<file path="src/rtl/core/jmsp_pkg.sv">
package jmsp_pkg;

  localparam int unsigned IdxW = 17;

  typedef enum logic [2:0] {
    PH_SOI0 = 3'd0,
    PH_SOI1 = 3'd1,
    PH_APP0 = 3'd2,
    PH_BODY = 3'd3,
    PH_DONE = 3'd4
  } phase_t;

  localparam logic [2:0] KIND_COMMENT   = 3'd0;
  localparam logic [2:0] KIND_SEPARATOR = 3'd1;
  localparam logic [2:0] KIND_DIMS      = 3'd2;
  localparam logic [2:0] KIND_FINISHED  = 3'd3;
  localparam logic [2:0] KIND_SHORT     = 3'd4;
  localparam logic [2:0] KIND_NOSOI     = 3'd5;
  localparam logic [2:0] KIND_BADAPP0   = 3'd6;
  localparam logic [2:0] KIND_TRUNC     = 3'd7;

  localparam logic [7:0] BYTE_FF      = 8'hFF;
  localparam logic [7:0] MARKER_SOI   = 8'hD8;
  localparam logic [7:0] MARKER_APP0  = 8'hE0;
  localparam logic [7:0] MARKER_SOF0  = 8'hC0;
  localparam logic [7:0] MARKER_COM   = 8'hFE;
  localparam logic [7:0] NEWLINE_CODE = 8'h0A;

  typedef struct packed {
    logic        vld;
    logic [2:0]  kind;
    logic [7:0]  cbyte;
    logic [15:0] width;
    logic [15:0] height;
  } res_t;

  // "JFIF" followed by a zero byte
  function automatic logic [7:0] jfif_sig(input logic [2:0] pos);
    logic [7:0] ch;
    case (pos)
      3'd0:    ch = 8'h4A;
      3'd1:    ch = 8'h46;
      3'd2:    ch = 8'h49;
      3'd3:    ch = 8'h46;
      default: ch = 8'h00;
    endcase
    return ch;
  endfunction

endpackage

</file>
<file path="src/rtl/core/jmsp_parser.sv">
module jmsp_parser (
  input  logic              clk,
  input  logic              rst_n,
  input  logic              fire,
  input  logic [7:0]        byte_in,
  input  logic              eof_in,
  output jmsp_pkg::res_t    res
);

  jmsp_pkg::phase_t              phase_r, phase_nxt;
  logic [jmsp_pkg::IdxW-1:0]     idx_r, idx_nxt;
  logic [jmsp_pkg::IdxW-1:0]     total_r, total_nxt;
  logic [7:0]                    marker_r, marker_nxt;
  logic [15:0]                   height_r, height_nxt;
  logic [15:0]                   width_r, width_nxt;
  logic                          jfif_r, jfif_nxt;
  logic                          seen_r, seen_nxt;

  logic                          app, body, seg;
  logic                          idx0, idx1, idx2, idx3, idx_hi;
  logic [15:0]                   len;
  logic                          len_bad, sig_bad, jfif_upd, abort;
  logic [jmsp_pkg::IdxW-1:0]     total_upd, idx_inc;
  logic [15:0]                   height_upd, width_upd;
  logic                          sof0, com, seg_end;

  assign app    = (phase_r == jmsp_pkg::PH_APP0);
  assign body   = (phase_r == jmsp_pkg::PH_BODY);
  assign seg    = app || body;
  assign idx0   = (idx_r == 17'd0);
  assign idx1   = (idx_r == 17'd1);
  assign idx2   = (idx_r == 17'd2);
  assign idx3   = (idx_r == 17'd3);
  assign idx_hi = (idx_r >= 17'd4);
  assign sof0   = body && (marker_r == jmsp_pkg::MARKER_SOF0);
  assign com    = body && (marker_r == jmsp_pkg::MARKER_COM);

  // length field, high byte parked in total_r at index 2
  assign len     = {total_r[15:8], byte_in};
  assign len_bad = app ? (len < 16'd7) : (len < 16'd2);

  assign sig_bad  = app && idx_hi && (idx_r <= 17'd8) &&
                    (byte_in != jmsp_pkg::jfif_sig(idx_r[2:0] - 3'd4));
  assign jfif_upd = jfif_r && !sig_bad;

  assign abort = seg && ((idx0 && byte_in != jmsp_pkg::BYTE_FF) ||
                         (idx1 && app && byte_in != jmsp_pkg::MARKER_APP0) ||
                         (idx3 && len_bad) ||
                         (app && idx_r == 17'd8 && !jfif_upd));

  always_comb begin
    total_upd = total_r;
    if (idx2) begin
      total_upd = {1'b0, byte_in, 8'h00};
    end else if (idx3) begin
      total_upd = {1'b0, len} + 17'd2;
    end
  end

  always_comb begin
    height_upd = height_r;
    width_upd  = width_r;
    if (sof0) begin
      case (idx_r)
        17'd5:   height_upd = {byte_in, 8'h00};
        17'd6:   height_upd = height_r | {8'h00, byte_in};
        17'd7:   width_upd  = {byte_in, 8'h00};
        17'd8:   width_upd  = width_r | {8'h00, byte_in};
        default: ;
      endcase
    end
  end

  assign idx_inc = idx_r + 17'd1;
  assign seg_end = (idx_inc >= 17'd4) && (idx_inc >= total_upd);

  // next state
  always_comb begin
    phase_nxt  = phase_r;
    idx_nxt    = idx_r;
    total_nxt  = total_r;
    marker_nxt = marker_r;
    height_nxt = height_r;
    width_nxt  = width_r;
    jfif_nxt   = jfif_r;
    seen_nxt   = seen_r;
    if (eof_in) begin
      phase_nxt  = jmsp_pkg::PH_SOI0;
      idx_nxt    = '0;
      total_nxt  = '0;
      marker_nxt = '0;
      height_nxt = '0;
      width_nxt  = '0;
      jfif_nxt   = 1'b1;
      seen_nxt   = 1'b0;
    end else begin
      case (phase_r)
        jmsp_pkg::PH_SOI0: begin
          marker_nxt = byte_in;
          phase_nxt  = jmsp_pkg::PH_SOI1;
        end
        jmsp_pkg::PH_SOI1: begin
          if (marker_r == jmsp_pkg::BYTE_FF && byte_in == jmsp_pkg::MARKER_SOI) begin
            phase_nxt = jmsp_pkg::PH_APP0;
            idx_nxt   = '0;
            jfif_nxt  = 1'b1;
          end else begin
            phase_nxt = jmsp_pkg::PH_DONE;
          end
        end
        jmsp_pkg::PH_APP0, jmsp_pkg::PH_BODY: begin
          if (idx1) begin
            marker_nxt = byte_in;
          end
          jfif_nxt   = jfif_upd;
          height_nxt = height_upd;
          width_nxt  = width_upd;
          if (com && idx_hi) begin
            seen_nxt = 1'b1;
          end
          if (abort) begin
            phase_nxt = jmsp_pkg::PH_DONE;
            if (!idx0) begin
              total_nxt = total_upd;
            end
          end else begin
            total_nxt = total_upd;
            if (seg_end) begin
              idx_nxt = '0;
              if (app) begin
                phase_nxt = jmsp_pkg::PH_BODY;
              end
            end else begin
              idx_nxt = idx_inc;
            end
          end
        end
        default: ;
      endcase
    end
  end

  // result of this byte
  always_comb begin
    res = '0;
    if (eof_in) begin
      case (phase_r)
        jmsp_pkg::PH_SOI0, jmsp_pkg::PH_SOI1: begin
          res.vld  = 1'b1;
          res.kind = jmsp_pkg::KIND_SHORT;
        end
        jmsp_pkg::PH_APP0: begin
          res.vld  = 1'b1;
          res.kind = jmsp_pkg::KIND_BADAPP0;
        end
        jmsp_pkg::PH_BODY: begin
          res.vld  = 1'b1;
          res.kind = idx_hi ? jmsp_pkg::KIND_TRUNC : jmsp_pkg::KIND_FINISHED;
        end
        default: ;
      endcase
    end else if (phase_r == jmsp_pkg::PH_SOI1) begin
      if (!(marker_r == jmsp_pkg::BYTE_FF && byte_in == jmsp_pkg::MARKER_SOI)) begin
        res.vld  = 1'b1;
        res.kind = jmsp_pkg::KIND_NOSOI;
      end
    end else if (abort) begin
      res.vld  = 1'b1;
      res.kind = app ? jmsp_pkg::KIND_BADAPP0 : jmsp_pkg::KIND_FINISHED;
    end else if (com && idx3 && seen_r) begin
      res.vld   = 1'b1;
      res.kind  = jmsp_pkg::KIND_SEPARATOR;
      res.cbyte = jmsp_pkg::NEWLINE_CODE;
    end else if (com && idx_hi) begin
      res.vld   = 1'b1;
      res.kind  = jmsp_pkg::KIND_COMMENT;
      res.cbyte = byte_in;
    end else if (sof0 && seg_end && total_upd >= 17'd9) begin
      res.vld    = 1'b1;
      res.kind   = jmsp_pkg::KIND_DIMS;
      res.width  = width_upd;
      res.height = height_upd;
    end
  end

  always_ff @(posedge clk) begin
    if (!rst_n) begin
      phase_r  <= jmsp_pkg::PH_SOI0;
      idx_r    <= '0;
      total_r  <= '0;
      marker_r <= '0;
      height_r <= '0;
      width_r  <= '0;
      jfif_r   <= 1'b1;
      seen_r   <= 1'b0;
    end else if (fire) begin
      phase_r  <= phase_nxt;
      idx_r    <= idx_nxt;
      total_r  <= total_nxt;
      marker_r <= marker_nxt;
      height_r <= height_nxt;
      width_r  <= width_nxt;
      jfif_r   <= jfif_nxt;
      seen_r   <= seen_nxt;
    end
  end

endmodule

</file>
<file path="src/rtl/core/jpeg_marker_segment_parser_top.sv">
// JPEG/JFIF marker segment parser. Feed the file one byte per in_ word; a
// word with in_tlast set marks end of file, carries no byte and re-arms the
// parser for the next file. Each input word yields at most one result word,
// always with out_tlast set: comment bytes, a newline separator between
// comments, the SOF0 dimensions, or a final status (kind in out_tuser).
// After a status, bytes are dropped until end of file. A truncated status
// means the last comment may be partial. Throughput is one byte per clock;
// a byte is held in the input register while the parser state updates, and
// its result is then written into the output register. A result word held
// by out_tready low stalls the next byte.
module jpeg_marker_segment_parser_top (
  input  logic        clk,
  input  logic        rst_n,
  input  logic        in_tvalid,
  output logic        in_tready,
  input  logic [7:0]  in_tdata,   // [7:0] data_byte
  input  logic        in_tlast,   // end_of_file
  output logic        out_tvalid,
  input  logic        out_tready,
  output logic [39:0] out_tdata,  // [7:0] comment_byte, [23:8] pic_width,
                                  // [39:24] pic_height
  output logic [2:0]  out_tuser,  // [2:0] result_kind
  output logic        out_tlast   // last_of_run
);

  logic           in_v_r, in_v_nxt;
  logic [7:0]     in_byte_r;
  logic           in_eof_r;
  logic           out_v_r, out_v_nxt;
  logic [39:0]    out_data_r;
  logic [2:0]     out_kind_r;
  logic           fire;
  jmsp_pkg::res_t res;

  assign fire      = in_v_r && (!out_v_r || out_tready);
  assign in_tready = !in_v_r || fire;

  jmsp_parser u_parser (
    .clk     (clk),
    .rst_n   (rst_n),
    .fire    (fire),
    .byte_in (in_byte_r),
    .eof_in  (in_eof_r),
    .res     (res)
  );

  always_comb begin
    in_v_nxt = in_v_r;
    if (in_tvalid && in_tready) begin
      in_v_nxt = 1'b1;
    end else if (fire) begin
      in_v_nxt = 1'b0;
    end
  end

  always_comb begin
    out_v_nxt = out_v_r;
    if (fire) begin
      out_v_nxt = res.vld;
    end else if (out_tready) begin
      out_v_nxt = 1'b0;
    end
  end

  always_ff @(posedge clk) begin
    if (!rst_n) begin
      in_v_r  <= 1'b0;
      out_v_r <= 1'b0;
    end else begin
      in_v_r  <= in_v_nxt;
      out_v_r <= out_v_nxt;
    end
  end

  always_ff @(posedge clk) begin
    if (in_tvalid && in_tready) begin
      in_byte_r <= in_tdata;
      in_eof_r  <= in_tlast;
    end
    if (fire && res.vld) begin
      out_data_r <= {res.height, res.width, res.cbyte};
      out_kind_r <= res.kind;
    end
  end

  assign out_tvalid = out_v_r;
  assign out_tdata  = out_data_r;
  assign out_tuser  = out_kind_r;
  // every word is the only result of its byte
  assign out_tlast  = 1'b1;

endmodule

</file>
<file path="config.mk">
export PLATFORM = sky130hd
export DESIGN_NAME = jpeg_marker_segment_parser_top
export DESIGN_NICKNAME = d
export VERILOG_FILES = /design/src/rtl/core/jmsp_pkg.sv /design/src/rtl/core/jmsp_parser.sv /design/src/rtl/core/jpeg_marker_segment_parser_top.sv
export SDC_FILE = /design/constraint.sdc
export NUM_CORES = 1
export LEC_CHECK = 0
export BUFFER_PORTS_ARGS = -buffer_cell sky130_fd_sc_hd__buf_2
export CAP_MARGIN = 20
export CORE_AREA = 2 2 109 163
export DETAILED_ROUTE_END_ITERATION = 6
export DIE_AREA = 0 0 111 165
export GPL_ROUTABILITY_DRIVEN = 0
export PLACE_DENSITY = 0.63
export SLEW_MARGIN = 30
export SYNTH_ARGS = -nofsm -noshare
export SYNTH_HDL_FRONTEND = slang
export SYNTH_HIERARCHICAL = 1
export SYNTH_SLANG_ARGS = --single-unit
</file>
<file path="constraint.sdc">
create_clock -name clk -period 17.2 [get_ports clk]
set_clock_uncertainty 0.15 [all_clocks]
set_input_delay 2.58 -clock clk [delete_from_list [all_inputs] [get_ports clk]]
set_output_delay 2.58 -clock clk [all_outputs]
set_load 0.02 [all_outputs]
</file>
==> impl_metrics.py <==
metrics = {
    "floorplanning": {
        "dieArea_um2": 18320,
        "die_h_um": 165,
        "floorplan.rows": 58,
        "initial_utilization_pct": 44.66,
        "io_pins": 59,
        "core-area_um2": 16760,
        "die_x_um": 111,
    },
    "worst_hold_path": {
        "hp-class": "reg -> reg",
    },
    "timing": {
        "period_share_pct": 36.77,
        "drv_slew": 0,
        "grt_setup_unrepaired": "no",
        "fmax_mhz": 158.1,
        "fin_setup_tns_ps": 0,
        "finalWorstPathRequiredPeriod_ps": 6324,
        "worst_pin_slew_ps": 1010,
        "final-setup-viol-count": 0,
        "hold_viol": 0,
        "maxSlewHeadroom_pct": 32.66,
        "holdWs_ps": 348.3,
    },
    "cells_and_area": {
        "final_cells": 1081,
        "antennaDiodeCount": 0,
        "layout_commonest_cell": "nand2_1",
        "syn2layout_area_growth_pct": 11.95,
        "fill_cells": 1584,
        "mostFrequentLayoutCells": "96 x nand2_1, 81 x dfxtp_1, 74 x nor2_1",
        "layout-drive-gt1-share_pct": 14.47,
        "layout.nets": 893,
    },
    "detailed_routing": {
        "vias": 6571,
        "antenna_left": 0,
        "wl_per_cell_um": 18.96,
        "drtPass1Iterations": 7,
        "drtIter0Drc": 481,
        "wirelength_mm": 20.50,
        "vias_per_cell": 6.079,
        "drc": 0,
    },
    "clock_tree": {
        "ctsResizeCount": 0,
        "holdBufCountCts": 0,
        "htreeDepth": 4,
        "cts_tree": "done",
        "numCtsBuffers": 17,
        "clock-sinks": 133,
        "clk_latency_ps": 410,
        "clockBufferDepth": 2,
        "clk_pin_slew_worst_paths_ps": 60,
        "post-cts-setup-buffers": 0,
        "root_buffer": "clkbuf_16",
    },
    "global_route": {
        "first_global_vias": 6042,
        "grt_max_degree": 48,
        "grt-ovfl-total": 0,
        "antenna_found_initial": 0,
        "grt_pass1_wl_mm": 32.24,
        "grtUsageMet1_pct": 25.65,
        "globalRouteMet3Util_pct": 3.927,
        "globalRouteTotalUtil_pct": 22.20,
        "gr-usage-met2_pct": 39.63,
        "gr-max-usage-layer": "met2",
    },
    "power_and_ir_drop": {
        "leakage_nw": 3.191,
        "max-vdd-ir-drop_uv": 55.15,
        "powerDensity_nw_per_um2": 88.51,
    },
    "worst_setup_path": {
        "cp_max_fo": 26,
        "end_kind": "flop",
        "rr_endpoint": "out_tdata[28]$_DFFE_PP_",
        "reg2reg_slack_ps": 10880,
        "critPathLaunchType": "flop",
        "worstRegToRegCells": 18,
        "endpoint": "out_tdata[28]$_DFFE_PP_",
        "critPathKind": "reg -> reg",
        "cp.required_ps": 17160,
        "r2r-start": "u_parser/idx_r[0]$_SDFFE_PN0P_",
        "startpoint": "u_parser/idx_r[0]$_SDFFE_PN0P_",
        "arrival_ps": 6290,
    },
    "synth": {
        "postSynthAreaPerCell_um2": 8.786,
        "yosysUniqueCellTypes": 72,
        "yosys_register_bits": 133,
        "netlist_area_um2": 7486,
        "synth_fp_nets": 887,
        "yosysSeqAreaShare_pct": 42.52,
        "synth_edf_count": 52,
        "synth_cells": 852,
        "ys_async_sr_fraction_pct": 0,
        "yosys_warnings": 6,
        "ys.flop_type": "dfxtp_1",
    },
    "place": {
        "port_buffers": 57,
        "dp_hpwl_mm": 14.15,
        "placedCellCount": 1049,
    },
    "flow_run": {
        "cap_violations": 0,
    },
    "run_status": {
        "status": "finished, final reports clean",
    },
}
[through the flow]
step	instance area, um^2	util [%]	worst slack [ps]	power [mW]
6_report	8381	49.99	10880	0.7417
5_1_grt	8381	49.99	10340	0.7668
4_1_cts	8381	49.99	10920	0.7475
3_5_place_dp	7786	46.45	10940	0.3763
3_3_place_gp	7751	46.24	10880	0.3752
2_1_floorplan	7486	-	10550	0.3640
[routing by layer]
layer,routed length (um),up-vias
met5,0,-
met4,860,0
met3,1109,50
met2,10520,244
met1,8011,3140
li1,-,3137
[cell families after synthesis]
family          Yosys count  synth area share (%)
simple gates            360                 25.57
compound gates          215                 19.62
flops                   133                 42.52
buf+inv                  95                 5.332
fa+ha+maj                22                 3.677
xor+xnor                 18                 2.106
mux                       8                 1.120
other cells               1               0.05009
[how the worst min path moves through the flow]
| stage | startpoint | end | slack [ps] | depth (start not counted) |
|---|---|---|---|---|
| 6_report | u_parser/total_r[4]$_SDFFE_PN0P_ | u_parser/total_r[4]$_SDFFE_PN0P_ | 350 | 1 |
| 5_1_grt | u_parser/total_r[4]$_SDFFE_PN0P_ | u_parser/total_r[4]$_SDFFE_PN0P_ | 370 | 1 |
| 4_1_cts | u_parser/jfif_r$_SDFFE_PN1P_ | u_parser/jfif_r$_SDFFE_PN1P_ | 350 | 1 |
| 3_5_place_dp | u_parser/total_r[4]$_SDFFE_PN0P_ | u_parser/total_r[4]$_SDFFE_PN0P_ | 330 | 1 |
| 3_3_place_gp | u_parser/jfif_r$_SDFFE_PN1P_ | u_parser/jfif_r$_SDFFE_PN1P_ | 330 | 1 |
| 2_1_floorplan | u_parser/jfif_r$_SDFFE_PN1P_ | u_parser/jfif_r$_SDFFE_PN1P_ | 310 | 1 |
[where the power goes]
part	switching [mW]	leakage [nW]	internal, mW
clock	0.153	0.279	0.218
sequential	0.00764	1.21	0.331
combinational	0.0215	1.70	0.00999
total	0.182	3.19	0.559
[critical path: stages, from the launching register on]
cell and delay [ps]:
dfxtp_1 530, ha_1 560, nor4b_1 370, nand4_1 540, or4_1 670, a31oi_1 270
inv_1 80, ha_1 300, nand4_1 120, or4_1 530, a21oi_1 160, a211oi_1 60
a22oi_1 350, and2_1 280, nand2_1 80, a21oi_1 120, nand2_1 110, nor2_4 470
buf_16 250
[flip-flops by register name, summed over array words and instances (netlist names)]
register           flops
in_byte_r              8
in_eof_r               1
in_v_r                 1
out_tdata             40
out_tuser              3
out_tvalid             1
u_parser/height_r     16
u_parser/idx_r        17
u_parser/jfif_r        1
u_parser/marker_r      8
u_parser/phase_r       3
u_parser/seen_r        1
u_parser/total_r      17
u_parser/width_r      16
[area by class of cell]
class | instances | area [um^2] | area share (%)
flip-flops and latches | 133 | 3183 | 37.98
clock inverters | 14 | 165.2 | 1.971
repair buffers | 62 | 342.8 | 4.091
multi-input cells | 624 | 3923 | 46.80
well taps | 210 | 262.8 | 3.135
inverters | 20 | 75.07 | 0.8958
clock buffers | 18 | 429.2 | 5.121
[synthesized netlist by cell type (all sizes together), types with 7 or more instances]
master	number	area share [%]
buf	17	1.4
xnor2	7	0.82
nand2b	10	0.94
and2	20	1.7
edfxtp	52	21
clkbuf	58	2.9
nor3	36	3.3
o21ai	22	1.5
a31oi	14	1.2
or3	12	1.0
inv	19	0.95
mux2i	8	1.1
a21boi	7	0.70
nand4	17	1.5
nor2	77	3.9
and3	16	1.3
nor2b	7	0.69
nor4	17	1.4
dfxtp	81	22
or4	11	1.2
a22oi	49	4.9
xor2	11	1.3
nand2	96	4.8
nand3	20	1.5
a22o	16	1.9
a21oi	54	3.6
and4	7	0.82
a21o	10	1.0
ha	22	3.7
(Power assumes the default switching activity.)
